$ cat src/rtl/stg_pkg.sv
// ----------------------------------------------------------------------------
// stg_pkg
// Shared types for the scrollbar thumb geometry block: datapath command
// and status groups, operand selects and result selects.
// ----------------------------------------------------------------------------
`default_nettype none

package stg_pkg;

   localparam int TRACK_W  = 8;
   localparam int DOC_W    = 16;
   localparam int PROD_W   = TRACK_W + DOC_W;
   localparam int DIV_BITS = 2;

   typedef enum logic [2:0] {
      MUL_NONE,
      MUL_TP,
      MUL_VT,
      MUL_RQ,
      MUL_RR
   } mul_sel_type;

   typedef enum logic [1:0] {
      DIV_LEN,
      DIV_FIT,
      DIV_QR,
      DIV_REM
   } div_sel_type;

   typedef enum logic [2:0] {
      RES_FULL,
      RES_FIT_END,
      RES_FIT_DIV,
      RES_POS_ZERO,
      RES_POS_END,
      RES_POS_DIV
   } res_sel_type;

   typedef struct packed {
      logic        load;
      mul_sel_type mul_sel;
      logic        div_start;
      div_sel_type div_sel;
      logic        take_len;
      logic        halve;
      logic        take_rel;
      logic        take_qr;
      logic        acc_load;
      logic        res_load;
      res_sel_type res_sel;
   } dp_cmd_type;

   typedef struct packed {
      logic opcode;
      logic full;
      logic val_ge;
      logic lim_big;
      logic pos_zero;
      logic pos_end;
      logic div_done;
   } dp_status_type;

endpackage

`default_nettype wire

$ cat src/rtl/stg_div.sv
// ----------------------------------------------------------------------------
// stg_div
// Restoring unsigned divider, two quotient bits per cycle. Quotient and
// remainder hold after done until the next start.
// ----------------------------------------------------------------------------
`default_nettype none

module stg_div (
   input  wire logic                          clock,
   input  wire logic                          reset,
   input  wire logic                          start,
   input  wire logic [stg_pkg::PROD_W-1:0]    dividend,
   input  wire logic [stg_pkg::DOC_W-1:0]     divisor,
   output logic                               done,
   output logic [stg_pkg::PROD_W-1:0]         quotient,
   output logic [stg_pkg::DOC_W-1:0]          remainder
);

   localparam int QW    = stg_pkg::PROD_W;
   localparam int RW    = stg_pkg::DOC_W;
   localparam int STEPS = QW / stg_pkg::DIV_BITS;
   localparam int CW    = $clog2(STEPS);

   logic [CW-1:0] cnt_ff, cnt_in;
   logic          busy_ff, busy_in;
   logic          done_ff, done_in;
   logic [RW-1:0] rem_ff, rem_in;
   logic [QW-1:0] quo_ff, quo_in;
   logic [RW-1:0] den_ff, den_in;

   always_comb begin
      logic [RW:0]   trial;
      logic [RW-1:0] r;
      logic [QW-1:0] q;
      r = rem_ff;
      q = quo_ff;
      for (int i = 0; i < stg_pkg::DIV_BITS; i++) begin
         trial = {r, q[QW-1]};
         q = {q[QW-2:0], 1'b0};
         if (trial >= {1'b0, den_ff}) begin
            trial = trial - {1'b0, den_ff};
            q[0] = 1'b1;
         end
         r = trial[RW-1:0];
      end

      cnt_in  = cnt_ff;
      busy_in = busy_ff;
      done_in = 1'b0;
      rem_in  = rem_ff;
      quo_in  = quo_ff;
      den_in  = den_ff;
      if (start) begin
         cnt_in  = '0;
         busy_in = 1'b1;
         rem_in  = '0;
         quo_in  = dividend;
         den_in  = divisor;
      end else if (busy_ff) begin
         rem_in = r;
         quo_in = q;
         cnt_in = cnt_ff + 1'b1;
         if (cnt_ff == CW'(STEPS - 1)) begin
            busy_in = 1'b0;
            done_in = 1'b1;
         end
      end
   end

   always_ff @(posedge clock) begin
      if (reset) begin
         cnt_ff  <= '0;
         busy_ff <= 1'b0;
         done_ff <= 1'b0;
      end else begin
         cnt_ff  <= cnt_in;
         busy_ff <= busy_in;
         done_ff <= done_in;
      end
      rem_ff <= rem_in;
      quo_ff <= quo_in;
      den_ff <= den_in;
   end

   assign done      = done_ff;
   assign quotient  = quo_ff;
   assign remainder = rem_ff;

endmodule

`default_nettype wire

$ cat src/rtl/stg_datapath.sv
// ----------------------------------------------------------------------------
// stg_datapath
// Operand registers, shared 8x16 multiplier, shared divider, clamping and
// limit halving, result registers. Driven by the controller's commands.
// ----------------------------------------------------------------------------
`default_nettype none

module stg_datapath #(
   parameter int MIN_THUMB = 4
) (
   input  wire logic                       clock,
   input  wire logic                       reset,
   input  wire stg_pkg::dp_cmd_type        cmd,
   output stg_pkg::dp_status_type          status,
   input  wire logic                       req_opcode,
   input  wire logic [7:0]                 req_track,
   input  wire logic [15:0]                req_pos,
   input  wire logic [15:0]                req_total,
   input  wire logic [15:0]                req_page,
   input  wire logic [7:0]                 req_origin,
   input  wire logic [7:0]                 req_pointer,
   output logic [7:0]                      rsp_thumb_start,
   output logic [7:0]                      rsp_thumb_length,
   output logic [15:0]                     rsp_scroll_position
);

   localparam int PW = stg_pkg::PROD_W;

   logic        op_ff;
   logic [7:0]  track_ff, origin_ff, pointer_ff;
   logic [15:0] pos_ff, total_ff, page_ff;
   logic [PW-1:0] prod_ff, prod_in;
   logic [7:0]  len_ff, travel_ff, rel_ff, r_ff;
   logic [15:0] lim_ff, val_ff, dlim_ff, q_ff, acc_ff;
   logic [7:0]  start_ff, length_ff;
   logic [15:0] sp_ff;

   logic [7:0]    mul_a;
   logic [15:0]   mul_b;
   logic [PW-1:0] div_dividend;
   logic [15:0]   div_divisor;
   logic          div_done;
   logic [PW-1:0] div_quo;
   logic [15:0]   div_rem;

   logic [15:0] lim_now, pos_c;
   logic [7:0]  len_q, len_c, half;
   logic [8:0]  edge_pt;
   logic [8:0]  rel_wide;
   logic [7:0]  rel_now;

   stg_div u_div (
      .clock     (clock),
      .reset     (reset),
      .start     (cmd.div_start),
      .dividend  (div_dividend),
      .divisor   (div_divisor),
      .done      (div_done),
      .quotient  (div_quo),
      .remainder (div_rem)
   );

   always_comb begin
      mul_a = 8'd0;
      mul_b = 16'd0;
      case (cmd.mul_sel)
         stg_pkg::MUL_TP: begin
            mul_a = track_ff;
            mul_b = page_ff;
         end
         stg_pkg::MUL_VT: begin
            mul_a = val_ff[7:0];
            mul_b = {8'd0, travel_ff};
         end
         stg_pkg::MUL_RQ: begin
            mul_a = rel_ff;
            mul_b = q_ff;
         end
         stg_pkg::MUL_RR: begin
            mul_a = rel_ff;
            mul_b = {8'd0, r_ff};
         end
         default: begin
            mul_a = 8'd0;
            mul_b = 16'd0;
         end
      endcase
      prod_in = (cmd.mul_sel == stg_pkg::MUL_NONE) ? prod_ff : (PW'(mul_a) * PW'(mul_b));
   end

   always_comb begin
      div_dividend = prod_ff;
      div_divisor  = total_ff;
      case (cmd.div_sel)
         stg_pkg::DIV_LEN: div_divisor = total_ff;
         stg_pkg::DIV_FIT: div_divisor = dlim_ff;
         stg_pkg::DIV_QR: begin
            div_dividend = PW'(lim_ff);
            div_divisor  = {8'd0, travel_ff};
         end
         stg_pkg::DIV_REM: div_divisor = {8'd0, travel_ff};
         default: div_divisor = total_ff;
      endcase
   end

   always_comb begin
      lim_now  = total_ff - page_ff;
      pos_c    = (pos_ff > lim_now) ? lim_now : pos_ff;
      len_q    = div_quo[7:0];
      len_c    = (len_q < 8'(MIN_THUMB)) ? 8'(MIN_THUMB) : len_q;
      if (len_c > track_ff) begin
         len_c = track_ff;
      end
      half     = len_ff >> 1;
      edge_pt  = {1'b0, origin_ff} + {1'b0, half};
      rel_wide = {1'b0, pointer_ff} - edge_pt;
      rel_now  = rel_wide[7:0];
   end

   assign status.opcode   = op_ff;
   assign status.full     = (page_ff >= total_ff);
   assign status.val_ge   = (val_ff >= dlim_ff);
   assign status.lim_big  = |dlim_ff[15:8];
   assign status.pos_zero = (travel_ff == 8'd0) || ({1'b0, pointer_ff} <= edge_pt);
   assign status.pos_end  = (rel_now >= travel_ff);
   assign status.div_done = div_done;

   always_ff @(posedge clock) begin
      if (cmd.load) begin
         op_ff      <= req_opcode;
         track_ff   <= req_track;
         pos_ff     <= req_pos;
         total_ff   <= req_total;
         page_ff    <= req_page;
         origin_ff  <= req_origin;
         pointer_ff <= req_pointer;
      end
      prod_ff <= prod_in;
      if (cmd.take_len) begin
         len_ff    <= len_c;
         travel_ff <= track_ff - len_c;
         lim_ff    <= lim_now;
         dlim_ff   <= lim_now;
         val_ff    <= pos_c;
      end
      if (cmd.halve) begin
         val_ff  <= val_ff >> 1;
         dlim_ff <= (dlim_ff >> 1) + {15'd0, dlim_ff[0]};
      end
      if (cmd.take_rel) begin
         rel_ff <= rel_now;
      end
      if (cmd.take_qr) begin
         q_ff <= div_quo[15:0];
         r_ff <= div_rem[7:0];
      end
      if (cmd.acc_load) begin
         acc_ff <= prod_ff[15:0];
      end
      if (cmd.res_load) begin
         case (cmd.res_sel)
            stg_pkg::RES_FULL: begin
               start_ff  <= 8'd0;
               length_ff <= track_ff;
               sp_ff     <= 16'd0;
            end
            stg_pkg::RES_FIT_END: begin
               start_ff  <= travel_ff;
               length_ff <= len_ff;
               sp_ff     <= 16'd0;
            end
            stg_pkg::RES_FIT_DIV: begin
               start_ff  <= div_quo[7:0];
               length_ff <= len_ff;
               sp_ff     <= 16'd0;
            end
            stg_pkg::RES_POS_ZERO: begin
               start_ff  <= 8'd0;
               length_ff <= len_ff;
               sp_ff     <= 16'd0;
            end
            stg_pkg::RES_POS_END: begin
               start_ff  <= 8'd0;
               length_ff <= len_ff;
               sp_ff     <= lim_ff;
            end
            stg_pkg::RES_POS_DIV: begin
               start_ff  <= 8'd0;
               length_ff <= len_ff;
               sp_ff     <= acc_ff + div_quo[15:0];
            end
            default: begin
               start_ff  <= 8'd0;
               length_ff <= 8'd0;
               sp_ff     <= 16'd0;
            end
         endcase
      end
   end

   assign rsp_thumb_start     = start_ff;
   assign rsp_thumb_length    = length_ff;
   assign rsp_scroll_position = sp_ff;

endmodule

`default_nettype wire

$ cat src/rtl/stg_ctrl.sv
// ----------------------------------------------------------------------------
// stg_ctrl
// Sequencer for one transaction: a full-page check, else thumb length, then
// start fitting or pointer-to-position, then a one-cycle result strobe.
// ----------------------------------------------------------------------------
`default_nettype none

module stg_ctrl (
   input  wire logic                  clock,
   input  wire logic                  reset,
   input  wire logic                  start,
   output logic                       busy,
   output logic                       rsp_valid,
   output stg_pkg::dp_cmd_type        cmd,
   input  wire stg_pkg::dp_status_type status
);

   typedef enum logic [3:0] {
      S_IDLE,
      S_CHECK,
      S_LEN_GO,
      S_LEN_WAIT,
      S_FIT,
      S_HALVE,
      S_FIT_GO,
      S_FIT_WAIT,
      S_POS,
      S_QR_WAIT,
      S_MUL_Q,
      S_MUL_R,
      S_REM_GO,
      S_REM_WAIT,
      S_OUT
   } state_type;

   state_type state_ff, state_in;

   always_comb begin
      state_in = state_ff;
      cmd      = '0;
      case (state_ff)
         S_IDLE: begin
            if (start) begin
               cmd.load = 1'b1;
               state_in = S_CHECK;
            end
         end
         S_CHECK: begin
            cmd.mul_sel = stg_pkg::MUL_TP;
            if (status.full) begin
               cmd.res_load = 1'b1;
               cmd.res_sel  = stg_pkg::RES_FULL;
               state_in     = S_OUT;
            end else begin
               state_in = S_LEN_GO;
            end
         end
         S_LEN_GO: begin
            cmd.div_start = 1'b1;
            cmd.div_sel   = stg_pkg::DIV_LEN;
            state_in      = S_LEN_WAIT;
         end
         S_LEN_WAIT: begin
            cmd.div_sel = stg_pkg::DIV_LEN;
            if (status.div_done) begin
               cmd.take_len = 1'b1;
               state_in     = status.opcode ? S_POS : S_FIT;
            end
         end
         S_FIT: begin
            if (status.val_ge) begin
               cmd.res_load = 1'b1;
               cmd.res_sel  = stg_pkg::RES_FIT_END;
               state_in     = S_OUT;
            end else begin
               state_in = S_HALVE;
            end
         end
         S_HALVE: begin
            if (status.lim_big) begin
               cmd.halve = 1'b1;
            end else begin
               cmd.mul_sel = stg_pkg::MUL_VT;
               state_in    = S_FIT_GO;
            end
         end
         S_FIT_GO: begin
            cmd.div_start = 1'b1;
            cmd.div_sel   = stg_pkg::DIV_FIT;
            state_in      = S_FIT_WAIT;
         end
         S_FIT_WAIT: begin
            cmd.div_sel = stg_pkg::DIV_FIT;
            if (status.div_done) begin
               cmd.res_load = 1'b1;
               cmd.res_sel  = stg_pkg::RES_FIT_DIV;
               state_in     = S_OUT;
            end
         end
         S_POS: begin
            if (status.pos_zero) begin
               cmd.res_load = 1'b1;
               cmd.res_sel  = stg_pkg::RES_POS_ZERO;
               state_in     = S_OUT;
            end else if (status.pos_end) begin
               cmd.res_load = 1'b1;
               cmd.res_sel  = stg_pkg::RES_POS_END;
               state_in     = S_OUT;
            end else begin
               cmd.take_rel  = 1'b1;
               cmd.div_start = 1'b1;
               cmd.div_sel   = stg_pkg::DIV_QR;
               state_in      = S_QR_WAIT;
            end
         end
         S_QR_WAIT: begin
            cmd.div_sel = stg_pkg::DIV_QR;
            if (status.div_done) begin
               cmd.take_qr = 1'b1;
               state_in    = S_MUL_Q;
            end
         end
         S_MUL_Q: begin
            cmd.mul_sel = stg_pkg::MUL_RQ;
            state_in    = S_MUL_R;
         end
         S_MUL_R: begin
            cmd.acc_load = 1'b1;
            cmd.mul_sel  = stg_pkg::MUL_RR;
            state_in     = S_REM_GO;
         end
         S_REM_GO: begin
            cmd.div_start = 1'b1;
            cmd.div_sel   = stg_pkg::DIV_REM;
            state_in      = S_REM_WAIT;
         end
         S_REM_WAIT: begin
            cmd.div_sel = stg_pkg::DIV_REM;
            if (status.div_done) begin
               cmd.res_load = 1'b1;
               cmd.res_sel  = stg_pkg::RES_POS_DIV;
               state_in     = S_OUT;
            end
         end
         S_OUT: begin
            state_in = S_IDLE;
         end
         default: begin
            state_in = S_IDLE;
         end
      endcase
   end

   always_ff @(posedge clock) begin
      if (reset) begin
         state_ff <= S_IDLE;
      end else begin
         state_ff <= state_in;
      end
   end

   assign busy      = (state_ff != S_IDLE);
   assign rsp_valid = (state_ff == S_OUT);

endmodule

`default_nettype wire

$ cat src/rtl/scrollbar_thumb_geometry.sv
// ----------------------------------------------------------------------------
// scrollbar_thumb_geometry
// Thumb start/length from a scroll position, or scroll position from a
// pointer coordinate, over a 16-bit document and an 8-bit track.
// A page that covers the document is answered without a divider pass; thumb
// geometry takes the thumb-length pass, up to 9 limit-halving steps and a
// fitting pass, pointer to position three passes; early exits skip the rest.
// One transaction at a time: busy from acceptance to the strobe, and the
// receiver cannot stall.
// Synchronous active-high reset returns the sequencer to idle.
// ----------------------------------------------------------------------------
`default_nettype none

module scrollbar_thumb_geometry #(
   parameter int MIN_THUMB = 4
) (
   input  wire logic        clock,
   input  wire logic        reset,
   input  wire logic        start,
   output logic             busy,
   input  wire logic        req_opcode,
   input  wire logic [7:0]  req_track,
   input  wire logic [15:0] req_pos,
   input  wire logic [15:0] req_total,
   input  wire logic [15:0] req_page,
   input  wire logic [7:0]  req_origin,
   input  wire logic [7:0]  req_pointer,
   output logic             rsp_valid,
   output logic [7:0]       rsp_thumb_start,
   output logic [7:0]       rsp_thumb_length,
   output logic [15:0]      rsp_scroll_position
);

   stg_pkg::dp_cmd_type    cmd;
   stg_pkg::dp_status_type status;

   stg_ctrl u_ctrl (
      .clock     (clock),
      .reset     (reset),
      .start     (start),
      .busy      (busy),
      .rsp_valid (rsp_valid),
      .cmd       (cmd),
      .status    (status)
   );

   stg_datapath #(
      .MIN_THUMB (MIN_THUMB)
   ) u_dp (
      .clock               (clock),
      .reset               (reset),
      .cmd                 (cmd),
      .status              (status),
      .req_opcode          (req_opcode),
      .req_track           (req_track),
      .req_pos             (req_pos),
      .req_total           (req_total),
      .req_page            (req_page),
      .req_origin          (req_origin),
      .req_pointer         (req_pointer),
      .rsp_thumb_start     (rsp_thumb_start),
      .rsp_thumb_length    (rsp_thumb_length),
      .rsp_scroll_position (rsp_scroll_position)
   );

endmodule

`default_nettype wire

$ cat config.mk
export PLATFORM = sky130hd
export DESIGN_NAME = scrollbar_thumb_geometry
export DESIGN_NICKNAME = d
export VERILOG_FILES = /design/src/rtl/stg_pkg.sv /design/src/rtl/stg_div.sv /design/src/rtl/stg_datapath.sv /design/src/rtl/stg_ctrl.sv /design/src/rtl/scrollbar_thumb_geometry.sv
export SDC_FILE = /design/constraint.sdc
export NUM_CORES = 1
export LEC_CHECK = 0
export ABC_CLOCK_PERIOD_IN_PS = 6400
export BUFFER_PORTS_ARGS = -buffer_cell sky130_fd_sc_hd__clkbuf_2
export CORE_MARGIN = 2
export CORE_UTILIZATION = 50
export CTS_BUF_LIST = sky130_fd_sc_hd__clkbuf_16
export DETAILED_ROUTE_END_ITERATION = 8
export PLACE_DENSITY = 0.81
export SLEW_MARGIN = 10
export SYNTH_ARGS = -nofsm -noshare
export SYNTH_HDL_FRONTEND = slang
export SYNTH_HIERARCHICAL = 1
export SYNTH_SLANG_ARGS = --single-unit
$ cat constraint.sdc
create_clock -name clock -period 6.4 [get_ports clock]
set_clock_uncertainty 0.1 [all_clocks]
set_input_delay 0.96 -clock clock [delete_from_list [all_inputs] [get_ports clock]]
set_output_delay 0.96 -clock clock [all_outputs]
set_load 0.02 [all_outputs]
==> impl_metrics.yaml <==
clock_tree:
  post_cts_hold_buffer_count: 0
  cts.reportedPaths.clkPinSlew_ns: 0.06
  clock-root-buffer: "clkbuf_16"
  clkLatencyLatePin_ns: 0.55
  cts_tree: "built"
  clkSinkCount: 307
  clock_tree.buffer_depth: 3
  cts-htree-levels: 2
  cts_buffers: 36
synth:
  post_synthesis_compound_gate_area_fraction: 0.133
  synth-seq-area-share: 0.408
  postSynth.topFlopCell: "edfxtp_1"
  synth.lib_cells_used.distinct: 89
  synthesis.nets: 2489
  synthAdderAreaFrac: 0.186
  synth_top_family_by_area: "adder cells"
  synth_most_common_cell: "edfxtp_1"
  synth.top_cells.by_count: "edfxtp_1 (280), inv_1 (236), nor2_1 (199), ha_1 (180), nand2_1 (152)"
  fraction_of_synthesized_cell_area_taken_by_the_top_area_cell_type: 0.383
  syn-mean-instance-area_sq_um: 10.2
  ys_warn_count: 6
  synth.ff_latch_count: 307
  synth_simple_gate_area_frac: 0.129
  synth-xor-area-share: 0.0407
  synth_top_area_cell: "edfxtp_1"
  synthCells: 2142
  synth_enable_flop_cells: 280
  mappedNetlistArea_sq_mm: 0.0220
  synth_top_area_cells: "edfxtp_1 (38%), ha_1 (10%), fa_1 (8.3%)"
  async_flop_share: 0
  synth_mux_area_frac: 0.0484
worst_setup_path:
  crit_buf_inv: 9
  timing.critical_path.slowest_stage_cell: "fa_1"
  worst-setup-path-type: "flip-flop to flip-flop"
  arrival_ns: 6.45
  critPathMaxFanout: 11
  critPathTopFamily: "adder cells"
  worst_path_largest_cell_delay_ns: 0.53
  endpoint_kind: "flip-flop"
  startpoint_class_of_the_critical_path: "flip-flop"
  critical_path_required_ns: 6.59
placement:
  dp_hpwl_um: 44900
  finalWeightedCongestion: 0.959
  io_buffers: 109
final_layout:
  fillerInstances: 3524
  combined_area_of_the_multi_input_logic_cells_sq_mm: 0.0122
  final-seq-area_sq_mm: 0.00895
  final_net_count: 2694
  area_growth_syn_to_layout_pct: 16.8
  final_layout_size_suffix_gt1_frac: 0.187
  antenna-diode-count: 0
detailed_routing:
  final_antenna_net_count: 0
  route.vias.total: 17200
  dr.first_iter.drc_count: 1590
  route.detailed.drc: 0
  routedWlPerCell_um: 20.2
  drtPass1Iterations: 5
  vias_per_cell: 5.81
  routed_wirelength_um: 59700
power:
  totalPowerFinal_w: 0.0130
  p_leak_nw: 10.7
  power_switching_w: 0.00557
  switching_share: 0.430
  worst_ir_drop_vdd_mv: 0.324
  pwr-share-clk: 0.164
  sequentialPowerShare: 0.267
  share_comb_of_total_power: 0.569
  power-per-cell-area_mw_per_mm2: 505
  p_int_w: 0.00738
floorplan:
  boundaryPins: 110
  die_x_um: 214
  initial_utilization: 0.509
  die_h_um: 214
  core_area_sq_mm: 0.0432
  fp-row-count: 76
  floorplan.die_area_sq_mm: 0.0456
sta:
  layout_worst_path_cycle_share: 0.978
  worstMarginPinSlew_ns: 1.13
  final_period_minus_worst_setup_slack_ns: 6.26
  report.final.setup_viol: 0
  tns_ns: 0
  rsz_0062_raised_after_global_routing: "true"
  relSlewSlack: 0.247
  hold_viol_final: 0
  timing.final.max_slew_violations: 0
  timing.fmax_ghz: 0.160
grt:
  grt_antenna_before_repair: 1
  grt_first_pass_wirelength_um: 92300
  first_global_vias: 17100
  grt_max_degree: 74
  total_routing_usage_gr: 0.263
  overflow: 0
status:
  run_status: "completed"
job:
  max_cap_viol_count: 0
hold_path:
  timing.hold.worst.class: "flip-flop to flip-flop"
[through the flow]
stage / hold WS, ns / util / instances / cell area (sq um) / setup slack (ns)
5_1_grt: 0.360 / 0.594 / 2957 / 25600 / -0.0984
3_3_place_gp: 0.329 / 0.549 / 2850 / 23700 / -0.136
3_5_place_dp: 0.332 / 0.549 / 2850 / 23700 / -0.192
6_report: 0.347 / 0.594 / 2957 / 25600 / 0.138
4_1_cts: 0.345 / 0.578 / 2914 / 25000 / 0.00850
2_1_floorplan: 0.320 / - / 2142 / 22000 / 0.00629
[layer usage]
metal / up-vias / share of wire / track usage
li1: 7968 / - / -
met1: 8355 / 0.40 / 0.333
met2: 678 / 0.48 / 0.442
met3: 189 / 0.068 / 0.0372
met4: 2 / 0.057 / 0.131
met5: - / 0.00023 / 0
[final cells by class]
cell class              instances  area share
well taps                     585      0.0285
inverters                     239      0.0350
clock inverters                26      0.0106
repair buffers                245      0.0647
flip-flops and latches        307       0.349
clock buffers                  37      0.0361
multi-input cells            1518       0.476
[path summary, 6_finish.rpt]
kind	start	endpoint	slack [ns]	depth (start not counted)
min reg2reg	u_dp/prod_ff[12]	u_dp/acc_ff[12]	0.35	0
max	u_ctrl/state_ff[3]	u_dp/prod_ff[18]	0.14	27
max reg2reg	u_ctrl/state_ff[3]	u_dp/prod_ff[18]	0.14	27
min	u_dp/prod_ff[12]	u_dp/acc_ff[12]	0.35	0
[worst reg2reg max path, stage by stage, from the launching register on]
cell and delay (ns):
dfxtp_2 0.33, inv_1 0.06, or3_4 0.38, a21oi_4 0.16, buf_12 0.15, buf_6 0.14
mux2_2 0.34, a22oi_2 0.11, nor2_1 0.08, a21oi_2 0.15, buf_6 0.15, nor2_1 0.06
fa_1 0.48, inv_1 0.06, fa_1 0.52, inv_1 0.05, fa_1 0.50, inv_2 0.05
fa_1 0.53, inv_1 0.07, ha_4 0.28, nand3_2 0.09, o22ai_2 0.22, o21ai_2 0.10
o21ai_2 0.21, a311oi_2 0.15, buf_4 0.17, a311o_1 0.33
[timing repair]
item | in CTS | in global routing
buffers inserted | 1 | 40
resized for setup | 11 | 71
pin swaps | 1 | 35
gates cloned | 0 | 3
setup endpoints to repair | 9 | 12
[cells by family (layout without fill, tap and decap cells)]
kind of cell               count (synthesis)  in the layout
and+or+nand+nor                          592            592
AOI/OAI and AO/OA                        452            453
buffers and inverters                    318            547
DFF                                      307            307
adders and majority gates                271            271
xor gates and xnor gates                 102            102
muxes                                    100            100
[power groups by stage]
stage / registers, W / logic (W) / clock network (W)
2_1_floorplan: 0.00342 / 0.00509 / 0
3_3_place_gp: 0.00347 / 0.00668 / 0
3_5_place_dp: 0.00348 / 0.00692 / 0
4_1_cts: 0.00345 / 0.00703 / 0.00216
5_1_grt: 0.00349 / 0.00814 / 0.00223
6_report: 0.00346 / 0.00736 / 0.00213
[placed cells by master, fill, tap and decap left out, types with 21 or more instances in the layout]
cell type and instances:
edfxtp_1 280, inv_1 242, nor2_1 191, ha_1 174, nand2_1 150, buf_4 120, clkbuf_2 109, a21oi_1 92
fa_1 91, o21ai_0 86, xnor2_1 67, mux2i_1 49, mux2_2 48, o21ai_1 44, a21o_1 38, clkbuf_16 37
xor2_1 35, or2_1 29, nand3_1 28, nor3_1 26, dfxtp_1 25, a22oi_1 25, nand2b_1 23, nor2b_1 21
(Power assumes the default switching activity.)
